==> src/rtl/top_k_hash_min_heap_defines.svh <==
// Assertion macros for the top-k hash store.
// Included by files that carry concurrent checks; needs clk and rst in scope.
`ifndef TOP_K_HASH_MIN_HEAP_DEFINES_SVH
`define TOP_K_HASH_MIN_HEAP_DEFINES_SVH

`ifndef SYNTHESIS
// cond must hold at every edge outside reset
`define TKH_ASSERT(lbl, cond) \
  lbl: assert property (@(posedge clk) disable iff (rst) (cond)) \
    else $error("tkh check failed");
// cons must hold in the cycle after ante
`define TKH_ASSERT_NEXT(lbl, ante, cons) \
  lbl: assert property (@(posedge clk) disable iff (rst) (ante) |=> (cons)) \
    else $error("tkh sequence check failed");
`else
`define TKH_ASSERT(lbl, cond)
`define TKH_ASSERT_NEXT(lbl, ante, cons)
`endif

`endif

==> src/rtl/tkh_pkg.sv <==
// Shared constants and types for the top-k hash store.
// No dependencies.
package tkh_pkg;

  localparam int HEAP_SIZE_DEF  = 32;
  localparam int HASH_WIDTH_DEF = 32;
  localparam int VALUE_W        = 32;  // width of hash in and value out

  localparam logic CMD_INSERT = 1'b0;
  localparam logic CMD_DRAIN  = 1'b1;

  // result of one child compare step
  typedef struct packed {
    logic sel_right;  // right child is the smaller one
    logic move;       // smaller child is below the key, swap down
  } cmp_res_t;

endpackage

==> src/rtl/tkh_ram.sv <==
// Generic simple RAM: one write port, two registered read ports.
// No dependencies.
module tkh_ram #(
  parameter int WIDTH = 32,
  parameter int DEPTH = 32
) (
  input  logic                     clk,
  input  logic                     we,
  input  logic [$clog2(DEPTH)-1:0] waddr,
  input  logic [WIDTH-1:0]         wdata,
  input  logic                     ra_en,
  input  logic [$clog2(DEPTH)-1:0] ra_addr,
  output logic [WIDTH-1:0]         ra_data,
  input  logic                     rb_en,
  input  logic [$clog2(DEPTH)-1:0] rb_addr,
  output logic [WIDTH-1:0]         rb_data
);

  logic [WIDTH-1:0] mem [DEPTH];

  always_ff @(posedge clk) begin
    if (we) begin
      mem[waddr] <= wdata;
    end
    if (ra_en) begin
      ra_data <= mem[ra_addr];
    end
    if (rb_en) begin
      rb_data <= mem[rb_addr];
    end
  end

endmodule

==> src/rtl/tkh_cmp.sv <==
// Shared compare unit of the sift-down walk: picks the smaller child and
// decides whether it moves up past the key. Depends on tkh_pkg.
module tkh_cmp #(
  parameter int HW = tkh_pkg::HASH_WIDTH_DEF
) (
  input  logic [HW-1:0]        left,
  input  logic [HW-1:0]        right,
  input  logic                 right_ok,  // right child lies inside the heap
  input  logic [HW-1:0]        key,
  output logic [HW-1:0]        child,
  output tkh_pkg::cmp_res_t    res
);
  import tkh_pkg::*;

  logic sel_r;

  // equal children: left wins
  assign sel_r         = right_ok && (right < left);
  assign child         = sel_r ? right : left;
  assign res.sel_right = sel_r;
  assign res.move      = child < key;

endmodule

==> src/rtl/top_k_hash_min_heap.sv <==
// Top level of the top-k hash store: sequencer, heap RAM, output register.
// Depends on tkh_pkg, tkh_ram, tkh_cmp and top_k_hash_min_heap_defines.svh.
//
//  channel | dir | handshake        | payload
//  --------+-----+------------------+-------------------------------------
//  s_*     | in  | s_tvalid/tready  | tdata = hash, tuser = cmd
//  m_*     | out | m_tvalid/tready  | tdata = value, tlast = is_last
//
// Insert: the root is compared first and a hash that does not beat it ends there;
// otherwise the key moves down a level per read and compare of the children until it
// settles at a leaf or stops above one. Drain: HEAP_SIZE-1 extract steps, each a read
// and a tail swap plus a sift-down, then a read and an output load per result.
// Reset is synchronous; per-entry valid flags make the store read as zeros at once.
// s_tready is high only while idle; an m_* stall holds the drain, nothing is lost.
`include "top_k_hash_min_heap_defines.svh"

module top_k_hash_min_heap #(
  parameter int HEAP_SIZE  = tkh_pkg::HEAP_SIZE_DEF,
  parameter int HASH_WIDTH = tkh_pkg::HASH_WIDTH_DEF
) (
  input  logic                        clk,
  input  logic                        rst,
  input  logic                        s_tvalid,
  output logic                        s_tready,
  input  logic [tkh_pkg::VALUE_W-1:0] s_tdata,   // [31:0] hash
  input  logic [0:0]                  s_tuser,   // [0] cmd
  output logic                        m_tvalid,
  input  logic                        m_tready,
  output logic [tkh_pkg::VALUE_W-1:0] m_tdata,   // [31:0] value
  output logic                        m_tlast    // is_last
);
  import tkh_pkg::*;

  localparam int AW = $clog2(HEAP_SIZE);
  localparam int NW = $clog2(HEAP_SIZE + 1);
  localparam int CW = AW + 2;  // wide enough for child indexes and counts
  localparam int HW = HASH_WIDTH;

  localparam logic [2:0] ST_IDLE     = 3'd0;
  localparam logic [2:0] ST_INS_CMP  = 3'd1;
  localparam logic [2:0] ST_SIFT_RD  = 3'd2;
  localparam logic [2:0] ST_SIFT_CMP = 3'd3;
  localparam logic [2:0] ST_DR_RD    = 3'd4;
  localparam logic [2:0] ST_DR_SWP   = 3'd5;
  localparam logic [2:0] ST_OUT_RD   = 3'd6;
  localparam logic [2:0] ST_OUT_WAIT = 3'd7;

  logic [2:0]          state, state_next;
  logic                drain, drain_next;      // sift-down belongs to a drain
  logic [NW-1:0]       cnt, cnt_next;          // live heap size during a walk
  logic [AW-1:0]       idx, idx_next;          // hole position of the walk
  logic [NW-1:0]       out_idx, out_idx_next;  // next entry to emit
  logic [HW-1:0]       key, key_next;          // value being sifted down
  logic [HEAP_SIZE-1:0] vld, vld_next;         // entry written since clear

  // RAM ports
  logic          we;
  logic [AW-1:0] waddr;
  logic [HW-1:0] wdata;
  logic          ra_en, rb_en;
  logic [AW-1:0] ra_addr, rb_addr;
  logic [HW-1:0] ra_raw, rb_raw;
  logic          ra_vld, rb_vld;
  logic [HW-1:0] rd_a, rd_b;

  // compare unit
  logic [HW-1:0] child;
  cmp_res_t      cres;
  logic          right_ok;

  // child indexes
  logic [CW-1:0] lidx, ridx, ridx_q;
  logic          leaf;

  // width adaption between the 32-bit fields and the stored hash
  logic [HW+VALUE_W-1:0] hash_ext, val_ext;

  logic accept, load;

  assign s_tready = (state == ST_IDLE);
  assign accept   = s_tvalid && s_tready;

  assign hash_ext = {{HW{1'b0}}, s_tdata};
  assign val_ext  = {{VALUE_W{1'b0}}, rd_a};

  assign lidx = {1'b0, idx, 1'b1};
  assign ridx = lidx + CW'(1);
  assign leaf = lidx >= CW'(cnt);

  // a never-written entry reads as empty
  assign rd_a = ra_vld ? ra_raw : '0;
  assign rd_b = rb_vld ? rb_raw : '0;

  assign load = (state == ST_OUT_WAIT) && (!m_tvalid || m_tready);

  tkh_ram #(
    .WIDTH (HW),
    .DEPTH (HEAP_SIZE)
  ) u_ram (
    .clk     (clk),
    .we      (we),
    .waddr   (waddr),
    .wdata   (wdata),
    .ra_en   (ra_en),
    .ra_addr (ra_addr),
    .ra_data (ra_raw),
    .rb_en   (rb_en),
    .rb_addr (rb_addr),
    .rb_data (rb_raw)
  );

  tkh_cmp #(
    .HW (HW)
  ) u_cmp (
    .left     (rd_a),
    .right    (rd_b),
    .right_ok (right_ok),
    .key      (key),
    .child    (child),
    .res      (cres)
  );

  // right child existence, captured with the reads
  always_ff @(posedge clk) begin
    if (rb_en) begin
      ridx_q <= ridx;
    end
  end
  assign right_ok = ridx_q < CW'(cnt);

  always_ff @(posedge clk) begin
    if (ra_en) begin
      ra_vld <= vld[ra_addr];
    end
    if (rb_en) begin
      rb_vld <= vld[rb_addr];
    end
  end

  always_comb begin
    state_next   = state;
    drain_next   = drain;
    cnt_next     = cnt;
    idx_next     = idx;
    out_idx_next = out_idx;
    key_next     = key;
    vld_next     = vld;
    we           = 1'b0;
    waddr        = idx;
    wdata        = key;
    ra_en        = 1'b0;
    rb_en        = 1'b0;
    ra_addr      = '0;
    rb_addr      = '0;

    unique case (state)
      ST_IDLE: begin
        if (accept) begin
          cnt_next = NW'(HEAP_SIZE);
          idx_next = '0;
          if (s_tuser[0] == CMD_DRAIN) begin
            drain_next = 1'b1;
            state_next = ST_DR_RD;
          end else begin
            drain_next = 1'b0;
            key_next   = hash_ext[HW-1:0];
            ra_en      = 1'b1;           // fetch root
            state_next = ST_INS_CMP;
          end
        end
      end
      ST_INS_CMP: begin
        // only a strictly larger hash displaces the minimum
        state_next = (key > rd_a) ? ST_SIFT_RD : ST_IDLE;
      end
      ST_SIFT_RD: begin
        if (leaf) begin
          we = 1'b1;                     // key settles in the hole
          if (!drain) begin
            state_next = ST_IDLE;
          end else if (cnt > NW'(1)) begin
            state_next = ST_DR_RD;
          end else begin
            out_idx_next = '0;
            state_next   = ST_OUT_RD;
          end
        end else begin
          ra_en      = 1'b1;
          rb_en      = 1'b1;
          ra_addr    = lidx[AW-1:0];
          rb_addr    = ridx[AW-1:0];
          state_next = ST_SIFT_CMP;
        end
      end
      ST_SIFT_CMP: begin
        we = 1'b1;
        if (cres.move) begin
          // smaller child moves up into the hole
          wdata      = child;
          idx_next   = cres.sel_right ? ridx_q[AW-1:0] : ridx_q[AW-1:0] - AW'(1);
          state_next = ST_SIFT_RD;
        end else begin
          if (!drain) begin
            state_next = ST_IDLE;
          end else if (cnt > NW'(1)) begin
            state_next = ST_DR_RD;
          end else begin
            out_idx_next = '0;
            state_next   = ST_OUT_RD;
          end
        end
      end
      ST_DR_RD: begin
        ra_en      = 1'b1;
        rb_en      = 1'b1;
        ra_addr    = '0;
        rb_addr    = AW'(cnt - NW'(1));
        state_next = ST_DR_SWP;
      end
      ST_DR_SWP: begin
        // minimum goes to the tail, tail entry sifts down from the root
        we         = 1'b1;
        waddr      = AW'(cnt - NW'(1));
        wdata      = rd_a;
        key_next   = rd_b;
        cnt_next   = cnt - NW'(1);
        idx_next   = '0;
        state_next = ST_SIFT_RD;
      end
      ST_OUT_RD: begin
        ra_en      = 1'b1;
        ra_addr    = out_idx[AW-1:0];
        state_next = ST_OUT_WAIT;
      end
      ST_OUT_WAIT: begin
        if (load) begin
          out_idx_next = out_idx + NW'(1);
          if (out_idx == NW'(HEAP_SIZE - 1)) begin
            vld_next   = '0;             // store empties after the drain
            state_next = ST_IDLE;
          end else begin
            state_next = ST_OUT_RD;
          end
        end
      end
      default: state_next = ST_IDLE;
    endcase

    if (we) begin
      vld_next[waddr] = 1'b1;
    end
  end

  always_ff @(posedge clk) begin
    if (rst) begin
      state   <= ST_IDLE;
      drain   <= 1'b0;
      cnt     <= '0;
      idx     <= '0;
      out_idx <= '0;
      vld     <= '0;
    end else begin
      state   <= state_next;
      drain   <= drain_next;
      cnt     <= cnt_next;
      idx     <= idx_next;
      out_idx <= out_idx_next;
      vld     <= vld_next;
    end
  end

  always_ff @(posedge clk) begin
    key <= key_next;
  end

  // output register
  always_ff @(posedge clk) begin
    if (rst) begin
      m_tvalid <= 1'b0;
    end else if (load) begin
      m_tvalid <= 1'b1;
    end else if (m_tready) begin
      m_tvalid <= 1'b0;
    end
  end

  always_ff @(posedge clk) begin
    if (load) begin
      m_tdata <= val_ext[VALUE_W-1:0];
      m_tlast <= (out_idx == NW'(HEAP_SIZE - 1));
    end
  end

  // checks
  `TKH_ASSERT(a_no_rw_clash, !(we && ra_en && (ra_addr == waddr)))
  `TKH_ASSERT(a_waddr_in_heap, !we || (32'(waddr) < HEAP_SIZE))
  `TKH_ASSERT_NEXT(a_accept_leaves_idle, s_tvalid && s_tready, state != ST_IDLE)

endmodule

==> config.mk <==
export PLATFORM = sky130hd
export DESIGN_NAME = top_k_hash_min_heap
export DESIGN_NICKNAME = d
export VERILOG_FILES = /design/src/rtl/tkh_pkg.sv /design/src/rtl/tkh_ram.sv /design/src/rtl/tkh_cmp.sv /design/src/rtl/top_k_hash_min_heap.sv
export VERILOG_INCLUDE_DIRS = /design/src /design/src/rtl
export SDC_FILE = /design/constraint.sdc
export NUM_CORES = 2
export LEC_CHECK = 0
export ABC_AREA = 0
export BUFFER_PORTS_ARGS = -buffer_cell sky130_fd_sc_hd__buf_4
export CAP_MARGIN = 20
export CORE_ASPECT_RATIO = 2
export CORE_MARGIN = 2
export CORE_UTILIZATION = 50
export CTS_CLUSTER_SIZE = 20
export DETAILED_ROUTE_END_ITERATION = 8
export GPL_TIMING_DRIVEN = 0
export HOLD_SLACK_MARGIN = 0.02
export PLACE_DENSITY = 0.66
export RECOVER_POWER = 25
export SLEW_MARGIN = 20
export SYNTH_ARGS = -nofsm -noshare
export SYNTH_HDL_FRONTEND = slang
export SYNTH_SLANG_ARGS = --single-unit
==> constraint.sdc <==
create_clock -name clk -period 16.65 [get_ports clk]
set_input_delay 1.665 -clock clk [delete_from_list [all_inputs] [get_ports clk]]
set_output_delay 1.665 -clock clk [all_outputs]
set_load 0.03 [all_outputs]
==> impl_metrics.csv <==
group,metric,value,unit
synthesis,synth_top_area_frac,0.602,
cells_and_area,final_area,0.0652,mm2
sta,fmax,102,MHz
critical_path,arrival,10240,ps
worst_hold_path,min_path_type,"reg -> reg",
synthesis,syn_avg_cell_area,12.6,um2
power,vdd_drop_max,0.000129,V
clock_tree,post_cts_resized,0,
sta,finalMaxSlewViolations,284,
synthesis,synth-adder-area-share,0.0233,
synthesis,ys_async_sr_fraction,0,
sta,fin_worst_skew,25.1,ps
run_status,violations,"capacitance limit, slew limit",
global_routing,grt_max_degree,33,
clock_tree,cts_tree,"done",
synthesis,yosys.area.top_type,"edfxtp_1",
sta,fin_crit_sh,0.589,
critical_path,start_kind,"register",
die,start_util,0.504,
routing,totalWireLength,269,mm
clock_tree,clock_tree.root_cell,"clkbuf_16",
sta,rsz0062_at_grt,"false",
clock_tree,clock_path_buffers,3,
global_routing,grt_antenna_before_repair,17,
routing,avgRoutedWirePerCell,41.5,um
die,die_height,485,um
placed_design,hpwl,197,mm
synthesis,synth_top_family_by_area,"compound AO/OA/AOI/OAI gates",
run,timing.max_cap.violations,17,
critical_path,crit_path_end_kind,"register",
sta,worst_pin_slew,2350,ps
synthesis,synth_xor_area_frac,0.00136,
power,finalPower,9.96,mW
synthesis,synthSimpleGateAreaFrac,0.120,
sta,slew_headroom,-0.572,
critical_path,critical_path_class,"reg -> reg",
die,fp-row-count,176,
clock_tree,cts_setup_buffers,0,
routing,ant_nets,0,
worst_hold_path,hold_depth,2,
die,io_pins,72,
cells_and_area,nets,5010,
placed_design,io_buffers,71,
routing,drc,0,
synthesis,syn-num-nets,4757,
power,p_leak,21.4,nW
synthesis,synth_area_leaders,"edfxtp_1 60%, mux4_2 4.7%, nand2_1 4.0%, nor3_1 2.7%, o22ai_1 2.5%",
cells_and_area,n_fill_cell,9703,
placed_design,postPlaceCellArea,0.0622,mm2
synthesis,yosys_warnings,0,
clock_tree,clk_latency,760,ps
synthesis,synth_compound_area_frac,0.141,
run_status,outcome,"finished, violations left",
clock_tree,cts_buffers,108,
synthesis,synth-seq-area-share,0.621,
synthesis,synth.distinct_cells,86,
synthesis,muxShareOfSynthArea,0.0600,
global_routing,overflow,0,
clock_tree,clk_pin_slew,70,ps
critical_path,cp.required,17070,ps
synthesis,synthCells,4612,
die,core_area,0.115,mm2
power,powerDensity,153,mW/mm2
global_routing,grt_pass1_vias,47200,
clock_tree,htreeDepth,3,
global_routing,grt_pass1_wl,366,mm
synthesis,syn_area,0.0579,mm2
clock_tree,clock-sinks,1215,
sta,setup_viol,0,
synthesis,synth-edff-count,1161,
sta,min_period,9810,ps
routing,drt-pass1-iter-count,8,
cells_and_area,area_growth,12.5,%
cells_and_area,multi_input_area,0.0203,mm2
sta,setup-tns-final,0,ps
synthesis,ys_ff_latch,1215,
routing,drt_iter0_markers,6626,
cells_and_area,drive_above_1_share,0.136,
placed_design,gp_congestion,1.04,
cells_and_area,seq_area,0.0359,mm2
die,die-area,0.119,mm2
clock_tree,cts_hold_buf,0,
routing,detail_route.vias_per_cell,7.37,
synthesis,synthFlopType,"edfxtp_1",
global_routing,grt.total_usage,0.452,
critical_path,critPathMaxFanout,32,
die,die_w,245,um
critical_path,r2r_cells,21,
sta,hold_violations,0,
routing,num_vias,47800,
[report_power, final]
| group | total, mW | leakage, nW | internal [mW] | switching, mW |
|---|---|---|---|---|
| combinational | 3.55 | 8.73 | 0.849 | 2.70 |
| sequential | 3.78 | 10.9 | 3.73 | 0.0530 |
| clock | 2.63 | 1.74 | 1.45 | 1.18 |
[routing by layer]
metal  GRT usage  up-vias  wire length [um]
met5           0        -                71
met1       0.449    23300             78200
met4       0.461       12             34400
li1            -    18900                 -
met3       0.124     1556             27600
met2       0.740     4045            129000
[worst paths after layout]
check | from | endpoint | slack, ps
worst min-delay path | out_idx[5] | out_idx[5] | 510
worst min register to register | out_idx[5] | out_idx[5] | 510
worst max register to register | ra_vld | u_ram.mem[15][14] | 6840
worst max-delay path | ra_vld | u_ram.mem[15][14] | 6840
[Yosys cell counts, types with 9 or more instances]
master    count
a211oi_1     16
a21o_1       12
a21oi_1     207
a221o_1      31
a221oi_1     34
a22oi_1     101
a31oi_1     108
a32oi_1      33
and2_1       44
and3_1       72
buf_1        14
buf_2       115
buf_4        11
buf_6        10
clkbuf_1    206
dfxtp_1      54
edfxtp_1   1161
ha_1        108
inv_1        80
mux2_2       32
mux2i_1      41
mux4_2      120
nand2_1     622
nand2b_1     14
nand3_1     126
nand4_1      47
nor2_1      175
nor2b_1       9
nor3_1      309
nor3_2       33
o211ai_1     44
o21a_1       16
o21ai_0      68
o21ai_1       9
o221ai_1    131
o22ai_1     233
o32ai_1      33
o41ai_1      32
[critical path: stages (launching register included)]
cell and delay (ps):
edfxtp_1 320, clkbuf_1 280, clkbuf_1 900, nand2_1 450, ha_1 440, nand4_1 270
nor4_2 160, a221oi_1 590, o21ai_1 420, nor3_1 380, buf_2 300, clkbuf_1 800
o21ai_0 530, ha_1 380, or4_1 520, o31a_1 340, nor3_2 230, a21oi_2 130
o41a_4 570, nor2_8 270, buf_4 340, a221o_2 740
[flip-flops by register name, indices dropped and copies added, names as in the netlist]
register and cells:
drain 1, ra_vld 1, u_ram.rb_data 32, idx 5, ridx_q 6, m_tlast 1
key 32, rb_vld 1, state 3, u_ram.mem 1024, vld 32, u_ram.ra_data 32
cnt 6, m_tvalid 1, out_idx 6, m_tdata 32
[final cells by class]
type | count | share of cell area
clock buffers | 135 | 0.0443
multi-input cells | 2959 | 0.311
repair buffers | 143 | 0.0230
clock inverters | 64 | 0.0106
well taps | 1513 | 0.0291
inverters | 82 | 0.00472
flip-flops and latches | 1215 | 0.552
diodes | 16 | 0.000614
plain buffers | 356 | 0.0250
[through the flow]
step	hold slack (ps)	setup WS [ps]	utilization	cells
after CTS	519	7060	0.572	6463
final	508	6840	0.567	6483
after global placement	485	5170	0.525	6196
after global routing	551	7030	0.567	6468
after detailed placement	506	7060	0.541	6264
after floorplan	463	10950	-	4612
[cells in the final DEF, fill, tap and decap left out, types with 33 or more instances in the layout]
master     instances
o211ai_1          44
o22ai_1          233
a32oi_1           33
and3_1            72
o21ai_0           67
buf_4             51
nor2_1           158
clkbuf_1         261
ha_1             108
dfxtp_1           54
nand3_1          126
buf_2            118
mux4_2           120
nor3_2            35
edfxtp_1        1161
and2_1            43
a221oi_1          34
nand4_1           47
a31oi_1          107
o221ai_1         132
nor3_1           307
mux2i_1           41
a21oi_1          207
a22oi_1          101
nand2_1          622
clkbuf_16        112
inv_1             80
[logic make-up after synthesis]
group	Yosys count
AO/OA/AOI/OAI	1162
buffers and inverters	438
adder cells (fa/ha/maj)	108
flip-flops	1215
multiplexers	193
AND/OR/NAND/NOR	1487
XOR/XNOR	9
Power figures use the tool's default switching activity.
